[config.mk]
export PLATFORM = sky130hd
export DESIGN_NAME = json_stream_writer_flat
export DESIGN_NICKNAME = d
export VERILOG_FILES = /design/src/rtl/jsw_pkg.sv /design/src/rtl/jsw_stream_if.sv /design/src/rtl/jsw_ram.sv /design/src/rtl/json_stream_writer.sv /design/src/flat_wrapper.sv
export SDC_FILE = /design/constraint.sdc
export NUM_CORES = 1
export LEC_CHECK = 0
export BUFFER_PORTS_ARGS = -buffer_cell sky130_fd_sc_hd__buf_2
export CAP_MARGIN = 10
export CORE_ASPECT_RATIO = 0.9
export CORE_MARGIN = 3
export CORE_UTILIZATION = 46
export CTS_CLUSTER_SIZE = 14
export DETAILED_ROUTE_END_ITERATION = 10
export PLACE_DENSITY = 0.61
export SLEW_MARGIN = 20
export SYNTH_ARGS = -nofsm -noshare
export SYNTH_HDL_FRONTEND = slang
export SYNTH_SLANG_ARGS = --single-unit
export TNS_END_PERCENT = 100
[constraint.sdc]
create_clock -name clock -period 10 [get_ports clock]
set_input_delay 0 -clock clock [delete_from_list [all_inputs] [get_ports clock]]
set_output_delay 0 -clock clock [all_outputs]
set_load 0.01 [all_outputs]
[src/rtl/jsw_pkg.sv]
// Package for the JSON stream writer: payload types, event kind codes,
// character constants and the text body builder. No dependencies.
`timescale 1ns / 1ps
`default_nettype none

package jsw_pkg;

   localparam logic [2:0] KIND_BEGIN_OBJ = 3'd0;
   localparam logic [2:0] KIND_END_OBJ   = 3'd1;
   localparam logic [2:0] KIND_BEGIN_ARR = 3'd2;
   localparam logic [2:0] KIND_END_ARR   = 3'd3;
   localparam logic [2:0] KIND_KEY       = 3'd4;
   localparam logic [2:0] KIND_STRING    = 3'd5;
   localparam logic [2:0] KIND_INT       = 3'd6;

   localparam logic [7:0] CH_QUOTE  = 8'h22;
   localparam logic [7:0] CH_BSLASH = 8'h5c;
   localparam logic [7:0] CH_COMMA  = 8'h2c;
   localparam logic [7:0] CH_COLON  = 8'h3a;
   localparam logic [7:0] CH_SPACE  = 8'h20;
   localparam logic [7:0] CH_NL     = 8'h0a;
   localparam logic [7:0] CH_MINUS  = 8'h2d;
   localparam logic [7:0] CH_ZERO   = 8'h30;
   localparam logic [7:0] CH_LBRACE = 8'h7b;
   localparam logic [7:0] CH_RBRACE = 8'h7d;
   localparam logic [7:0] CH_LBRACK = 8'h5b;
   localparam logic [7:0] CH_RBRACK = 8'h5d;

   localparam int BODY_MAX = 10;

   typedef struct packed {
      logic [2:0]         kind;
      logic [7:0]         text_byte;
      logic               text_first;
      logic               text_last;
      logic               text_empty;
      logic signed [63:0] int_value;
   } req_payload_type;

   typedef struct packed {
      logic [7:0] out_char;
      logic       out_last;
      logic       out_error;
   } rsp_payload_type;

   typedef struct packed {
      logic [BODY_MAX-1:0][7:0] chars;
      logic [3:0]               len;
   } body_type;

   function automatic logic [7:0] hex_char(input logic [3:0] nib);
      hex_char = (nib < 4'd10) ? (8'h30 + {4'd0, nib}) : (8'h57 + {4'd0, nib});
   endfunction

   // Bracket or quoted/escaped text that follows any separator and indent.
   function automatic body_type build_body(input logic [2:0] kind,
                                           input logic [7:0] tb,
                                           input logic       first,
                                           input logic       last,
                                           input logic       empty);
      body_type   b;
      logic [3:0] n;
      b.chars = '0;
      n       = 4'd0;
      case (kind)
         KIND_BEGIN_OBJ: begin b.chars[0] = CH_LBRACE; n = 4'd1; end
         KIND_BEGIN_ARR: begin b.chars[0] = CH_LBRACK; n = 4'd1; end
         KIND_END_OBJ:   begin b.chars[0] = CH_RBRACE; n = 4'd1; end
         KIND_END_ARR:   begin b.chars[0] = CH_RBRACK; n = 4'd1; end
         KIND_KEY, KIND_STRING: begin
            if (first || empty) begin
               b.chars[n] = CH_QUOTE; n = n + 4'd1;
            end
            if (!empty) begin
               case (tb)
                  8'h22: begin b.chars[n] = CH_BSLASH; b.chars[n+4'd1] = 8'h22; n = n + 4'd2; end
                  8'h5c: begin b.chars[n] = CH_BSLASH; b.chars[n+4'd1] = 8'h5c; n = n + 4'd2; end
                  8'h0a: begin b.chars[n] = CH_BSLASH; b.chars[n+4'd1] = 8'h6e; n = n + 4'd2; end
                  8'h0d: begin b.chars[n] = CH_BSLASH; b.chars[n+4'd1] = 8'h72; n = n + 4'd2; end
                  8'h09: begin b.chars[n] = CH_BSLASH; b.chars[n+4'd1] = 8'h74; n = n + 4'd2; end
                  8'h08: begin b.chars[n] = CH_BSLASH; b.chars[n+4'd1] = 8'h62; n = n + 4'd2; end
                  8'h0c: begin b.chars[n] = CH_BSLASH; b.chars[n+4'd1] = 8'h66; n = n + 4'd2; end
                  default: begin
                     if (tb < CH_SPACE) begin
                        b.chars[n]      = CH_BSLASH;
                        b.chars[n+4'd1] = 8'h75;
                        b.chars[n+4'd2] = CH_ZERO;
                        b.chars[n+4'd3] = CH_ZERO;
                        b.chars[n+4'd4] = hex_char(tb[7:4]);
                        b.chars[n+4'd5] = hex_char(tb[3:0]);
                        n = n + 4'd6;
                     end else begin
                        b.chars[n] = tb; n = n + 4'd1;
                     end
                  end
               endcase
            end
            if (last || empty) begin
               b.chars[n] = CH_QUOTE; n = n + 4'd1;
               if (kind == KIND_KEY) begin
                  b.chars[n] = CH_COLON; b.chars[n+4'd1] = CH_SPACE; n = n + 4'd2;
               end
            end
         end
         default: n = 4'd0;
      endcase
      b.len = n;
      return b;
   endfunction

endpackage

`default_nettype wire

[src/rtl/jsw_stream_if.sv]
// Valid/ready stream channel carrying one payload struct per transaction.
// Payload type comes from jsw_pkg at the point of instantiation.
`timescale 1ns / 1ps
`default_nettype none

interface jsw_stream_if #(parameter type payload_type = logic);
   logic        valid;
   logic        ready;
   payload_type data;

   modport source (output valid, output data, input ready);
   modport sink   (input valid, input data, output ready);
endinterface

`default_nettype wire

[src/rtl/jsw_ram.sv]
// Generic single-write, single-read RAM with registered read data.
// No dependencies.
`timescale 1ns / 1ps
`default_nettype none

module jsw_ram #(
   parameter int WIDTH = 1,
   parameter int DEPTH = 16,
   parameter int AW    = (DEPTH > 1) ? $clog2(DEPTH) : 1
) (
   input  wire logic              clock,
   input  wire logic              wr_en,
   input  wire logic [AW-1:0]     wr_addr,
   input  wire logic [WIDTH-1:0]  wr_data,
   input  wire logic              rd_en,
   input  wire logic [AW-1:0]     rd_addr,
   output      logic [WIDTH-1:0]  rd_data
);
   logic [WIDTH-1:0] mem_ff [DEPTH];

   always_ff @(posedge clock) begin
      if (wr_en) begin
         mem_ff[wr_addr] <= wr_data;
      end
      if (rd_en) begin
         rd_data <= mem_ff[rd_addr];
      end
   end
endmodule

`default_nettype wire

[src/rtl/json_stream_writer.sv]
// JSON stream writer top level: sequencer, shift-add-3 converter, output register.
// Depends on jsw_pkg, jsw_stream_if and jsw_ram.
//
// Turns a stream of JSON events into pretty-printed text, one character per
// rsp transaction, out_last on the final character of each event. An event
// is taken only while the sequencer is idle; the output register lets the
// next event be taken while the last character still waits. A bracket
// or text event is accepted, looks up the container's first-value flag
// in the flag RAM where needed, then emits its characters (separator,
// newline, two spaces per level, body), holding while the output register
// is full. An integer event first runs the shift-add-3 unit (one magnitude
// bit per cycle) and strips leading zero digits one per cycle (up to 19),
// then emits its prefix, sign and digits. Nesting overflow on a begin and
// an end with nothing open produce one error transaction (character zero)
// and leave the nesting state alone. Kind 7 is dropped with no output. No
// clearing pass is needed after reset.
`timescale 1ns / 1ps
`default_nettype none

module json_stream_writer
   import jsw_pkg::*;
#(
   parameter int MAX_DEPTH = 16
) (
   input wire logic     clock,
   input wire logic     reset,
   jsw_stream_if.sink   req_chan,
   jsw_stream_if.source rsp_chan
);
   localparam int DW = $clog2(MAX_DEPTH + 1);
   localparam int AW = (MAX_DEPTH > 1) ? $clog2(MAX_DEPTH) : 1;

   localparam logic [3:0] S_IDLE  = 4'd0;
   localparam logic [3:0] S_CONV  = 4'd1;
   localparam logic [3:0] S_TRIM  = 4'd2;
   localparam logic [3:0] S_PREP  = 4'd3;
   localparam logic [3:0] S_FLAG  = 4'd4;
   localparam logic [3:0] S_COMMA = 4'd5;
   localparam logic [3:0] S_NL    = 4'd6;
   localparam logic [3:0] S_SP    = 4'd7;
   localparam logic [3:0] S_BODY  = 4'd8;
   localparam logic [3:0] S_SIGN  = 4'd9;
   localparam logic [3:0] S_DIG   = 4'd10;
   localparam logic [3:0] S_ERR   = 4'd11;

   // control state
   logic [3:0]    state_ff, state_in;
   logic [DW-1:0] depth_ff, depth_in;
   logic          after_key_ff, after_key_in;
   logic          rsp_valid_ff, rsp_valid_in;
   // per-event working registers
   logic [2:0]    kind_ff, kind_in;
   logic          prep_ff, prep_in;
   logic          key_close_ff, key_close_in;
   logic          neg_ff, neg_in;
   logic          flag_ff, flag_in;
   body_type      body_ff, body_in;
   logic [3:0]    idx_ff, idx_in;
   logic [DW:0]   sp_ff, sp_in;
   logic [5:0]    cnt_ff, cnt_in;
   logic [4:0]    dig_ff, dig_in;
   logic [63:0]   mag_ff, mag_in;
   logic [79:0]   bcd_ff, bcd_in;
   // output register
   logic [7:0]    rsp_char_ff, rsp_char_in;
   logic          rsp_last_ff, rsp_last_in;
   logic          rsp_error_ff, rsp_error_in;

   logic          req_fire, out_free, emit_req, emit_fire, emit_last, emit_err;
   logic [7:0]    emit_char;
   logic          is_end, is_begin, is_int;
   logic [3:0]    body_state;
   logic [DW-1:0] depth_m1;
   logic [79:0]   bcd_adj;
   logic [63:0]   raw;
   logic          ram_wr_en, ram_wr_data, ram_rd_en, ram_rd_data;
   logic [AW-1:0] ram_wr_addr;

   assign req_fire  = req_chan.valid && req_chan.ready;
   assign out_free  = !rsp_valid_ff || rsp_chan.ready;
   assign emit_fire = emit_req && out_free;
   assign is_end    = (kind_ff == KIND_END_OBJ) || (kind_ff == KIND_END_ARR);
   assign is_begin  = (kind_ff == KIND_BEGIN_OBJ) || (kind_ff == KIND_BEGIN_ARR);
   assign is_int    = (kind_ff == KIND_INT);
   assign depth_m1  = depth_ff - 1'b1;
   assign body_state = is_int ? (neg_ff ? S_SIGN : S_DIG) : S_BODY;
   assign raw       = req_chan.data.int_value;

   assign req_chan.ready = (state_ff == S_IDLE);
   assign rsp_chan.valid = rsp_valid_ff;
   assign rsp_chan.data  = '{out_char: rsp_char_ff, out_last: rsp_last_ff,
                             out_error: rsp_error_ff};

   // Shift-add-3: correct every BCD digit of 5 or more before the shift.
   always_comb begin
      for (int d = 0; d < 20; d++) begin
         bcd_adj[d*4 +: 4] = (bcd_ff[d*4 +: 4] >= 4'd5) ? (bcd_ff[d*4 +: 4] + 4'd3)
                                                        : bcd_ff[d*4 +: 4];
      end
   end

   // Character emitted in the current state, if any.
   always_comb begin
      emit_req  = 1'b0;
      emit_char = 8'd0;
      emit_last = 1'b0;
      emit_err  = 1'b0;
      unique case (state_ff)
         S_COMMA: begin emit_req = !is_end && !flag_ff; emit_char = CH_COMMA; end
         S_NL:    begin emit_req = 1'b1; emit_char = CH_NL; end
         S_SP:    begin emit_req = 1'b1; emit_char = CH_SPACE; end
         S_BODY: begin
            emit_req  = 1'b1;
            emit_char = body_ff.chars[idx_ff];
            emit_last = (idx_ff == body_ff.len - 4'd1);
         end
         S_SIGN:  begin emit_req = 1'b1; emit_char = CH_MINUS; end
         S_DIG: begin
            emit_req  = 1'b1;
            emit_char = CH_ZERO + {4'd0, bcd_ff[79:76]};
            emit_last = (dig_ff == 5'd1);
         end
         S_ERR:   begin emit_req = 1'b1; emit_last = 1'b1; emit_err = 1'b1; end
         default: emit_req = 1'b0;
      endcase
   end

   always_comb begin
      state_in     = state_ff;
      depth_in     = depth_ff;
      after_key_in = after_key_ff;
      kind_in      = kind_ff;
      prep_in      = prep_ff;
      key_close_in = key_close_ff;
      neg_in       = neg_ff;
      flag_in      = flag_ff;
      body_in      = body_ff;
      idx_in       = idx_ff;
      sp_in        = sp_ff;
      cnt_in       = cnt_ff;
      dig_in       = dig_ff;
      mag_in       = mag_ff;
      bcd_in       = bcd_ff;
      ram_wr_en    = 1'b0;
      ram_wr_addr  = depth_m1[AW-1:0];
      ram_wr_data  = 1'b0;
      ram_rd_en    = 1'b0;

      // output register: load on emit, drop valid once taken
      rsp_valid_in = rsp_valid_ff && !rsp_chan.ready;
      rsp_char_in  = rsp_char_ff;
      rsp_last_in  = rsp_last_ff;
      rsp_error_in = rsp_error_ff;
      if (emit_fire) begin
         rsp_valid_in = 1'b1;
         rsp_char_in  = emit_char;
         rsp_last_in  = emit_last;
         rsp_error_in = emit_err;
      end

      unique case (state_ff)
         S_IDLE: begin
            if (req_fire) begin
               kind_in      = req_chan.data.kind;
               body_in      = build_body(req_chan.data.kind, req_chan.data.text_byte,
                                         req_chan.data.text_first, req_chan.data.text_last,
                                         req_chan.data.text_empty);
               idx_in       = 4'd0;
               prep_in      = 1'b1;
               key_close_in = (req_chan.data.kind == KIND_KEY) &&
                              (req_chan.data.text_last || req_chan.data.text_empty);
               neg_in       = raw[63];
               mag_in       = raw[63] ? (~raw + 64'd1) : raw;
               bcd_in       = '0;
               cnt_in       = 6'd63;
               unique case (req_chan.data.kind) inside
                  KIND_BEGIN_OBJ, KIND_BEGIN_ARR:
                     state_in = (depth_ff >= DW'(MAX_DEPTH)) ? S_ERR : S_PREP;
                  KIND_END_OBJ, KIND_END_ARR:
                     state_in = (depth_ff == '0) ? S_ERR : S_PREP;
                  KIND_KEY, KIND_STRING: begin
                     prep_in  = req_chan.data.text_first || req_chan.data.text_empty;
                     state_in = S_PREP;
                  end
                  KIND_INT: state_in = S_CONV;
                  default:  state_in = S_IDLE;
               endcase
            end
         end
         S_CONV: begin
            bcd_in = {bcd_adj[78:0], mag_ff[63]};
            mag_in = {mag_ff[62:0], 1'b0};
            cnt_in = cnt_ff - 6'd1;
            if (cnt_ff == 6'd0) begin
               dig_in   = 5'd20;
               state_in = S_TRIM;
            end
         end
         S_TRIM: begin
            // strip one leading zero digit a cycle, keep at least one
            if (dig_ff > 5'd1 && bcd_ff[79:76] == 4'd0) begin
               bcd_in = {bcd_ff[75:0], 4'd0};
               dig_in = dig_ff - 5'd1;
            end else begin
               state_in = S_PREP;
            end
         end
         S_PREP: begin
            if (is_end) begin
               ram_rd_en = 1'b1;
               state_in  = S_FLAG;
            end else if (!prep_ff) begin
               state_in = body_state;
            end else if (after_key_ff) begin
               after_key_in = 1'b0;
               state_in     = body_state;
            end else if (depth_ff == '0) begin
               state_in = body_state;
            end else begin
               ram_rd_en = 1'b1;
               state_in  = S_FLAG;
            end
         end
         S_FLAG: begin
            flag_in = ram_rd_data;
            if (!is_end) begin
               ram_wr_en = 1'b1;  // container now holds a value
            end
            state_in = S_COMMA;
         end
         S_COMMA: begin
            sp_in = is_end ? {depth_m1, 1'b0} : {depth_ff, 1'b0};
            if (is_end && flag_ff) begin
               state_in = body_state;
            end else if (!emit_req || emit_fire) begin
               state_in = S_NL;
            end
         end
         S_NL: begin
            if (emit_fire) begin
               state_in = (sp_ff == '0) ? body_state : S_SP;
            end
         end
         S_SP: begin
            if (emit_fire) begin
               sp_in = sp_ff - 1'b1;
               if (sp_ff == (DW+1)'(1)) begin
                  state_in = body_state;
               end
            end
         end
         S_BODY: begin
            if (emit_fire) begin
               idx_in = idx_ff + 4'd1;
               if (emit_last) begin
                  state_in = S_IDLE;
                  if (is_begin) begin
                     ram_wr_en   = 1'b1;
                     ram_wr_addr = depth_ff[AW-1:0];
                     ram_wr_data = 1'b1;
                     depth_in    = depth_ff + 1'b1;
                  end
                  if (is_end) begin
                     depth_in = depth_m1;
                  end
                  if (key_close_ff) begin
                     after_key_in = 1'b1;
                  end
               end
            end
         end
         S_SIGN: begin
            if (emit_fire) begin
               state_in = S_DIG;
            end
         end
         S_DIG: begin
            if (emit_fire) begin
               bcd_in = {bcd_ff[75:0], 4'd0};
               dig_in = dig_ff - 5'd1;
               if (emit_last) begin
                  state_in = S_IDLE;
               end
            end
         end
         S_ERR: begin
            if (emit_fire) begin
               state_in = S_IDLE;
            end
         end
         default: state_in = S_IDLE;
      endcase
   end

   always_ff @(posedge clock) begin
      if (reset) begin
         state_ff     <= S_IDLE;
         depth_ff     <= '0;
         after_key_ff <= 1'b0;
         rsp_valid_ff <= 1'b0;
      end else begin
         state_ff     <= state_in;
         depth_ff     <= depth_in;
         after_key_ff <= after_key_in;
         rsp_valid_ff <= rsp_valid_in;
      end
   end

   always_ff @(posedge clock) begin
      kind_ff      <= kind_in;
      prep_ff      <= prep_in;
      key_close_ff <= key_close_in;
      neg_ff       <= neg_in;
      flag_ff      <= flag_in;
      body_ff      <= body_in;
      idx_ff       <= idx_in;
      sp_ff        <= sp_in;
      cnt_ff       <= cnt_in;
      dig_ff       <= dig_in;
      mag_ff       <= mag_in;
      bcd_ff       <= bcd_in;
      rsp_char_ff  <= rsp_char_in;
      rsp_last_ff  <= rsp_last_in;
      rsp_error_ff <= rsp_error_in;
   end

   // first-value flag per open container
   jsw_ram #(
      .WIDTH (1),
      .DEPTH (MAX_DEPTH),
      .AW    (AW)
   ) u_flags (
      .clock   (clock),
      .wr_en   (ram_wr_en),
      .wr_addr (ram_wr_addr),
      .wr_data (ram_wr_data),
      .rd_en   (ram_rd_en),
      .rd_addr (depth_m1[AW-1:0]),
      .rd_data (ram_rd_data)
   );

   // nesting never exceeds the configured limit
   a_depth_bound: assert property (@(posedge clock) disable iff (reset)
      depth_ff <= DW'(MAX_DEPTH))
      else $error("nesting depth above limit");

   // an error transaction is a single zero character closing its event
   a_error_form: assert property (@(posedge clock) disable iff (reset)
      rsp_valid_ff && rsp_error_ff |-> rsp_char_ff == 8'd0 && rsp_last_ff)
      else $error("malformed error transaction");

   // digit emission always has a digit left
   a_digits_left: assert property (@(posedge clock) disable iff (reset)
      state_ff == S_DIG |-> dig_ff != 5'd0)
      else $error("digit counter ran out");

   // the depth moves only when an event finishes
   a_depth_change: assert property (@(posedge clock) disable iff (reset)
      depth_ff != $past(depth_ff) |-> $past(state_ff) == S_BODY && $past(emit_fire))
      else $error("depth changed outside event completion");

endmodule

`default_nettype wire

[src/flat_wrapper.sv]
// flat-port wrapper written by rule: the top's interface ports become plain ports
module json_stream_writer_flat import jsw_pkg::*;
#(
   parameter int MAX_DEPTH = 16
)
  (clock, reset, req_chan_valid, req_chan_data, req_chan_ready, rsp_chan_valid, rsp_chan_data, rsp_chan_ready);
  jsw_stream_if #(.payload_type(req_payload_type)) req_chan_i ();
  jsw_stream_if #(.payload_type(rsp_payload_type)) rsp_chan_i ();
  input wire logic clock;
  input wire logic reset;
  input wire logic [$bits(req_chan_i.valid)-1:0] req_chan_valid;
  input wire logic [$bits(req_chan_i.data)-1:0] req_chan_data;
  output wire logic [$bits(req_chan_i.ready)-1:0] req_chan_ready;
  output wire logic [$bits(rsp_chan_i.valid)-1:0] rsp_chan_valid;
  output wire logic [$bits(rsp_chan_i.data)-1:0] rsp_chan_data;
  input wire logic [$bits(rsp_chan_i.ready)-1:0] rsp_chan_ready;
  assign req_chan_i.valid = req_chan_valid;
  assign req_chan_i.data = req_chan_data;
  assign req_chan_ready = req_chan_i.ready;
  assign rsp_chan_valid = rsp_chan_i.valid;
  assign rsp_chan_data = rsp_chan_i.data;
  assign rsp_chan_i.ready = rsp_chan_ready;
  json_stream_writer #(.MAX_DEPTH(MAX_DEPTH)) u_core (.clock(clock), .reset(reset), .req_chan(req_chan_i), .rsp_chan(rsp_chan_i));
endmodule
# After elaboration in Yosys (flattened, before gate mapping)
# Memory sizes are Yosys's and may differ from the RTL's. A register that Yosys moved wholly into a read port is not among the register bits.
# Index checks and enable logic that the tools add are counted.
# word_totals
regBits	277
ram_bits	16
in_bits	82
output_inout_bits	12
n_memories	1
# memory_table
name	depth	width	read_ports	rd_clocked_by_memory_dff	wr	line_no	text
u_core.u_flags.mem_ff	16	1	1	1	1	jsw_ram.sv:19	logic [WIDTH-1:0] mem_ff [DEPTH];
# op_classes
n_addsub	42
n_lt_le_gt_ge	44
n_eq_ne	49
muxes	143
n_bitwise	43
n_reduce_logical	57
# op_table
cell	n
$mux 80	10
$pmux 80 s7	1
$pmux 80 s4	1
$demux 8 s4	9
$and 60x60->60	4
$bwmux 80	3
$not 40->40	6
$not 60->60	4
$mux 4	56
$and 40x40->40	5
$or 40x40->40	5
$mux 64	2
$pmux 64 s2	1
$mux 8	15
$or 50x50->50	2
$add 4x2->4 const B	22
$ge 4x3->1 const B	20
$or 20x20->20	4
$and 70x70->70	1
$not 70->70	1
$add 64x1->64 const B	1
$not 64->64	1
$and 30x30->30	2
$not 30->30	2
71 further kinds	200

# Longest topological paths before layout
# depth
depth_word	28
mapped_depth	21
ltp_nobuf	16

# Cells and area by module
# From an unflattened synthesis, not the netlist that was laid out.
# unflattened
hier_cells	1670
area_unflattened_um2	16554.6
# modules_own_cells
module	n_inst	cells_each	area_each_um2	seq_area_each_um2
json_stream_writer	1	1623	15798.9	7457.2
jsw_ram	1	47	755.7	510.5

# Worst setup path after synthesis
# Ideal clock, no wire load.
# synth_timing
path_type	reg2reg
from	register u_core.bcd_ff[76]
to	register u_core.bcd_ff[0], enable pin
setup_ns	0.519
t_arrival_ns	4.874
setup_slack_ns	4.607
path_stages_with_launch	8
path_buffers	0
period_less_slack_ns	5.393
cell_sequence	edfxtp_1 inv_1 ha_1 or3b_2 a211oi_1 a21oi_1 o32a_1 nor2_1
# synth_between
elab_chain_len	4
# synth_rtl
item	line_no	text
start: declaration	json_stream_writer.sv:63	logic [79:0] bcd_ff, bcd_in;
start signal: assignment	json_stream_writer.sv:321	bcd_ff <= bcd_in;
$logic_not 4->1	json_stream_writer.sv:201	if (dig_ff > 5'd1 && bcd_ff[79:76] == 4'd0) begin
$logic_and 1x1->1	json_stream_writer.sv:201	
$ne 2x1->1 (no source line)	-	
$reduce_and 4->1 (no source line)	-	
# No other way between the ends.
# A chain may end at the register's enable or synchronous reset.

# Worst setup path in the final report
# layout_timing
from	input req_chan_data[67]
to	register u_core.body_ff[19] (netlist bit) (data pin)
# layout_between
elab_chain_len	17
word_cells_on_any_way	50
classes_between	add/sub: 3; order compare: 8; eq/ne: 7; mux: 22; bitwise: 6; reduce/logical: 4
# layout_rtl
item	line_no	text
start: declaration	flat_wrapper.sv:12	input wire logic [$bits(req_chan_i.data)-1:0] req_chan_data;
$lt 8x6->1 (tied with other cells)	jsw_pkg.sv:84	if (tb < CH_SPACE) begin
$mux 4 / $reduce_or 7->1 (equally long branches)	-	
$mux 4	-	
$mux 4	jsw_pkg.sv:74	if (!empty) begin
$mux 4	jsw_pkg.sv:65	case (kind)
$mux 4	json_stream_writer.sv:163	if (req_fire) begin
$mux 4	json_stream_writer.sv:161	unique case (state_ff)
$add 4x1->4 (tied with other cells)	jsw_pkg.sv:99	b.chars[n] = CH_QUOTE; n = n + 4'd1;
$add 4x1->4 (tied with other cells)	jsw_pkg.sv:101	b.chars[n] = CH_COLON; b.chars[n+4'd1] = CH_SPACE; n = n + 4'd2;
$lt 4x5->1 (not written as such) (tied with other cells)	jsw_pkg.sv:101	
$logic_and 1x1->1 (not written as such) (tied with other cells)	jsw_pkg.sv:101	
$mux 8 (not written as such) (tied with other cells)	jsw_pkg.sv:101	
$demux 8 s4 (tied with other cells)	-	
$not 70->70 (no source line) / $and 40x40->40 (equally long branches)	-	
$and 70x70->70 (no source line)	-	
$mux 80	jsw_pkg.sv:100	if (kind == KIND_KEY) begin
$mux 80 *	jsw_pkg.sv:98	if (last || empty) begin
end signal: assignment	json_stream_writer.sv:315	body_ff <= body_in;
end: declaration	json_stream_writer.sv:57	body_type body_ff, body_in;
# Mark *: on every way between the ends. The rest lies on a longest branch, timed or not. The select of a mux whose other input is x is not followed.

==> Flow_metrics.wiki <==
{| class="wikitable"
! Metric !! Value
|-
| Hpwl dp || 30500 um
|-
| Final Core Density || 54.7%
|-
| Row Count || 66
|-
| Number of maximum-capacitance violations || 0
|-
| Number of design-rule violations left by the first detailed-router iteration || 1307
|-
| Resized Gates After CTS || 0
|-
| Sequential cell area || 7970 um2
|-
| Maximum fanout count along the critical path || 19
|-
| Power density relative to cell area || 257 nW/um2
|-
| Clock transition at the registers of the reported paths || about 60 ps
|-
| Number of buffers added by the clock tree synthesis step || 34
|-
| Type of the most critical hold path || input pin to flop
|-
| Fin. Hold Viols || 0
|-
| Setup TNS || 0 ps
|-
| Capturing element type of the critical path || flop
|-
| Total track usage || 22.3%
|-
| First-pass iteration count of the detailed router || 5
|-
| Number of synthesized register bits || between 200 and 300
|-
| EDFF count, synth || approximately 260
|-
| Synthesized area per cell || 9.82 um2
|-
| Highest-delay cell along the critical path || sky130_fd_sc_hd__ha_1
|-
| Critical path, cell by cell || dlygate4sd3_1, buf_2, inv_1, ha_1, or4b_4, o22ai_4, nor2_1, a21oi_1, ha_1, xnor2_2, inv_1, ha_1, nand3b_1, o21ai_1, nor4_1, o2bb2ai_2, nand3_2, a21oi_1, dlygate4sd3_1
|-
| FF-to-FF setup slack || 6320 ps
|-
| Net count reported at finish || 2037
|-
| Peak supply drop || 0.167 mV
|-
| Worst slew slack as a fraction of its limit || between 20 and 30%
|-
| Maximum clock path buffer count || 3
|-
| Per-cell via count in the routed design || around 5.9
|-
| Clk_lat worst skew || approximately 520 ps
|-
| Worst-margin pin slew || roughly 1100 ps
|-
| Root buffer cell || sky130_fd_sc_hd__clkbuf_16
|-
| Post-synth design cell area || between 15000 and 20000 um2
|-
| Fmax || 174 MHz
|-
| Number of global-route vias before repair || 13500
|-
| Worst clock skew || 15.8 ps
|-
| Max-slew violation count || 0
|-
| Arrival time of data at the critical path endpoint || 5990 ps
|-
| Worst Path Required || slightly above 10000 ps
|-
| Leading post-synthesis cells by cell area || sky130_fd_sc_hd__edfxtp_1 45%, sky130_fd_sc_hd__ha_1 4.8%, sky130_fd_sc_hd__o21ai_0 4.3%
|-
| CP Launch Type || input pin
|-
| Filler Cells Inserted || around 3300
|-
| Outcome || finished, final reports clean
|-
| Kind of critical path || input pin to flop
|-
| Number of H-tree levels || 2
|-
| Overflow left after global routing || 0
|-
| Area share of the leading cell type in the synthesized netlist || 44.6%
|-
| Die W || 211 um
|-
| Area overhead of the layout relative to synthesis || 15.5%
|-
| Maximum number of pins on one net before global-route repair || just over 90
|-
| Routed wirelength normalized by instance count || 19.0 um
|-
| Number of warning messages in the yosys log || 0
|-
| DRC violation count after routing || 0
|-
| Detailed Route WL || around 45000 um
|-
| Most frequent standard cell in the layout excluding fill and tap cells || sky130_fd_sc_hd__edfxtp_1
|-
| Share of post-route cells with drive strength above 1 || 11.7%
|-
| Dominant synthesized flop cell || sky130_fd_sc_hd__edfxtp_1
|-
| CP dominant cell by count || sky130_fd_sc_hd__ha_1
|-
| Count of cell types in the netlist || slightly above 100
|-
| Antenna diode count || 0
|-
| Instance count of the mapped netlist || 1770
|-
| Commonest cells after routing, fill and taps aside || 258 x sky130_fd_sc_hd__edfxtp_1, 161 x sky130_fd_sc_hd__nand2_1, 157 x sky130_fd_sc_hd__nor2_1, 151 x sky130_fd_sc_hd__o21ai_0, 139 x sky130_fd_sc_hd__a21oi_1
|-
| RSZ-0062 raised after global routing || false
|-
| Post-route insts no fill || 2389
|-
| TritonCTS clock tree || done
|-
| Final number of setup-violating endpoints || 0
|-
| Worst stage delay on the critical path || around 700 ps
|-
| Via count || 14100
|-
| Number of buffer cells added on primary ports || a little over 90
|-
| Die outline area || 40100 um2
|-
| Die height || 190 um
|-
| Cell type with the highest aggregate area in the netlist || sky130_fd_sc_hd__edfxtp_1
|-
| Number of antenna violations at the first check in global routing || 0
|-
| Time the worst path needs with I/O delays and setup || 5730 ps
|-
| Sequential share of the synthesized area || between 40% and 50%
|-
| Total chip power || 5.15 mW
|-
| Global-route wire length before repair || 72600 um
|-
| Footprint of the multi-input gates || 8740 um2
|-
| Part of the cycle the worst path needs || a little under three fifths
|-
| Weighted congestion at the end of routability-driven global placement || 0.921
|-
| Effective utilization at floorplan || 47.4%
|-
| Placed cell count || 2254
|-
| I/O pin total || 94
|-
| Remaining number of nets flagged by the antenna check after routing || 0
|-
| Cell leakage power || 7.12 nW
|-
| TritonCTS Sinks || 269
|-
| Core Box Area || 36700 um2
|-
| Async set or reset register ratio after synthesis || 0%
|}
flip-flops by register name (all words and copies together) (netlist names), 3 cells and up:
register / cells
u_core.depth_ff: 5
u_core.cnt_ff: 6
u_core.kind_ff: 3
u_core.mag_ff: 64
u_core.rsp_char_ff: 8
u_core.idx_ff: 4
u_core.bcd_ff: 80
u_core.sp_ff: 6
u_core.dig_ff: 5
u_core.state_ff: 4
u_core.u_flags.mem_ff: 16
u_core.body_ff: 59
timing repair:
action | 4_1_cts | 5_1_grt
hold buffers | 74 | 0
setup buffers | 0 | 0
hold endpoints to repair | 84 | 0
final timing paths:
path / start / to / cells after the start
setup / recovery: req_chan_data[67] / u_core.body_ff[19]$_SDFFCE_PN0P_ / 19
hold / removal: req_chan_data[70] / u_core.body_ff[47]$_SDFFCE_PN0P_ / 3
setup reg to reg: u_core.state_ff[3]$_SDFFE_PP0P_ / u_core.mag_ff[62]$_DFFE_PP_ / 4
hold reg to reg: u_core.u_flags.rd_data$_DFFE_PP_ / u_core.flag_ff$_DFFE_PP_ / 0
cells by family after synthesis:
logic type / after synthesis / synth area share (%)
xor gates and xnor gates: 119 / 6.13
muxes: 41 / 3.47
AOI/OAI and AO/OA: 504 / 18.3
buffers and inverters: 178 / 4.03
and+or+nand+nor: 592 / 17.4
adders and majority gates: 66 / 4.75
DFF: 269 / 45.9
other: 1 / 0.0216
report_power, final:
group | leakage, nW | total [mW] | internal [mW] | switching [mW]
combinational | 3.95 | 1.75 | 0.669 | 1.08
sequential | 2.62 | 2.16 | 1.85 | 0.304
clock | 0.548 | 1.25 | 0.774 | 0.476
per-layer routing:
metal / track usage [%] / up-vias / share of wire [%]
met5: 0 / - / 0
met4: 5.90 / 0 / 2.1
met3: 4.39 / 72 / 7.5
met2: 33.7 / 490 / 44
met1: 32.8 / 6714 / 47
li1: - / 6808 / -
layout make-up:
cell class,instances,share of cell area [%]
clock buffers,44,4.74
repair buffers,183,6.71
clock inverters,16,0.885
well taps,476,2.97
inverters,77,1.44
flip-flops and latches,269,39.7
multi-input cells,1324,43.6
worst max-delay path, delay by kind of cell:
family | cells | cell delay [ps]
adders and majority gates | 3 | 1180
AOI/OAI and AO/OA | 5 | 1360
xor gates and xnor gates | 1 | 250
and+or+nand+nor | 5 | 1670
buffers and inverters | 5 | 1510
cells in the mapped netlist, types with 38 or more instances:
library cell               instances
sky130_fd_sc_hd__a21oi_1         139
sky130_fd_sc_hd__clkbuf_1         80
sky130_fd_sc_hd__edfxtp_1        258
sky130_fd_sc_hd__ha_1             66
sky130_fd_sc_hd__inv_1            76
sky130_fd_sc_hd__nand2_1         162
sky130_fd_sc_hd__nand2b_1         39
sky130_fd_sc_hd__nor2_1          159
sky130_fd_sc_hd__nor3b_1          38
sky130_fd_sc_hd__o21ai_0         151
sky130_fd_sc_hd__xnor2_1          43
sky130_fd_sc_hd__xor2_1           74
through the flow:
stage          hold WS, ps  setup slack (ps)  area, um2
2_1_floorplan         72.1              4610      17400
3_3_place_gp           324              4760      18200
3_5_place_dp           324              4700      18200
4_1_cts               40.6              4440      20000
5_1_grt               92.3              4000      20100
6_report              77.5              4270      20100
No activity file was read; power rests on OpenSTA's default activity.
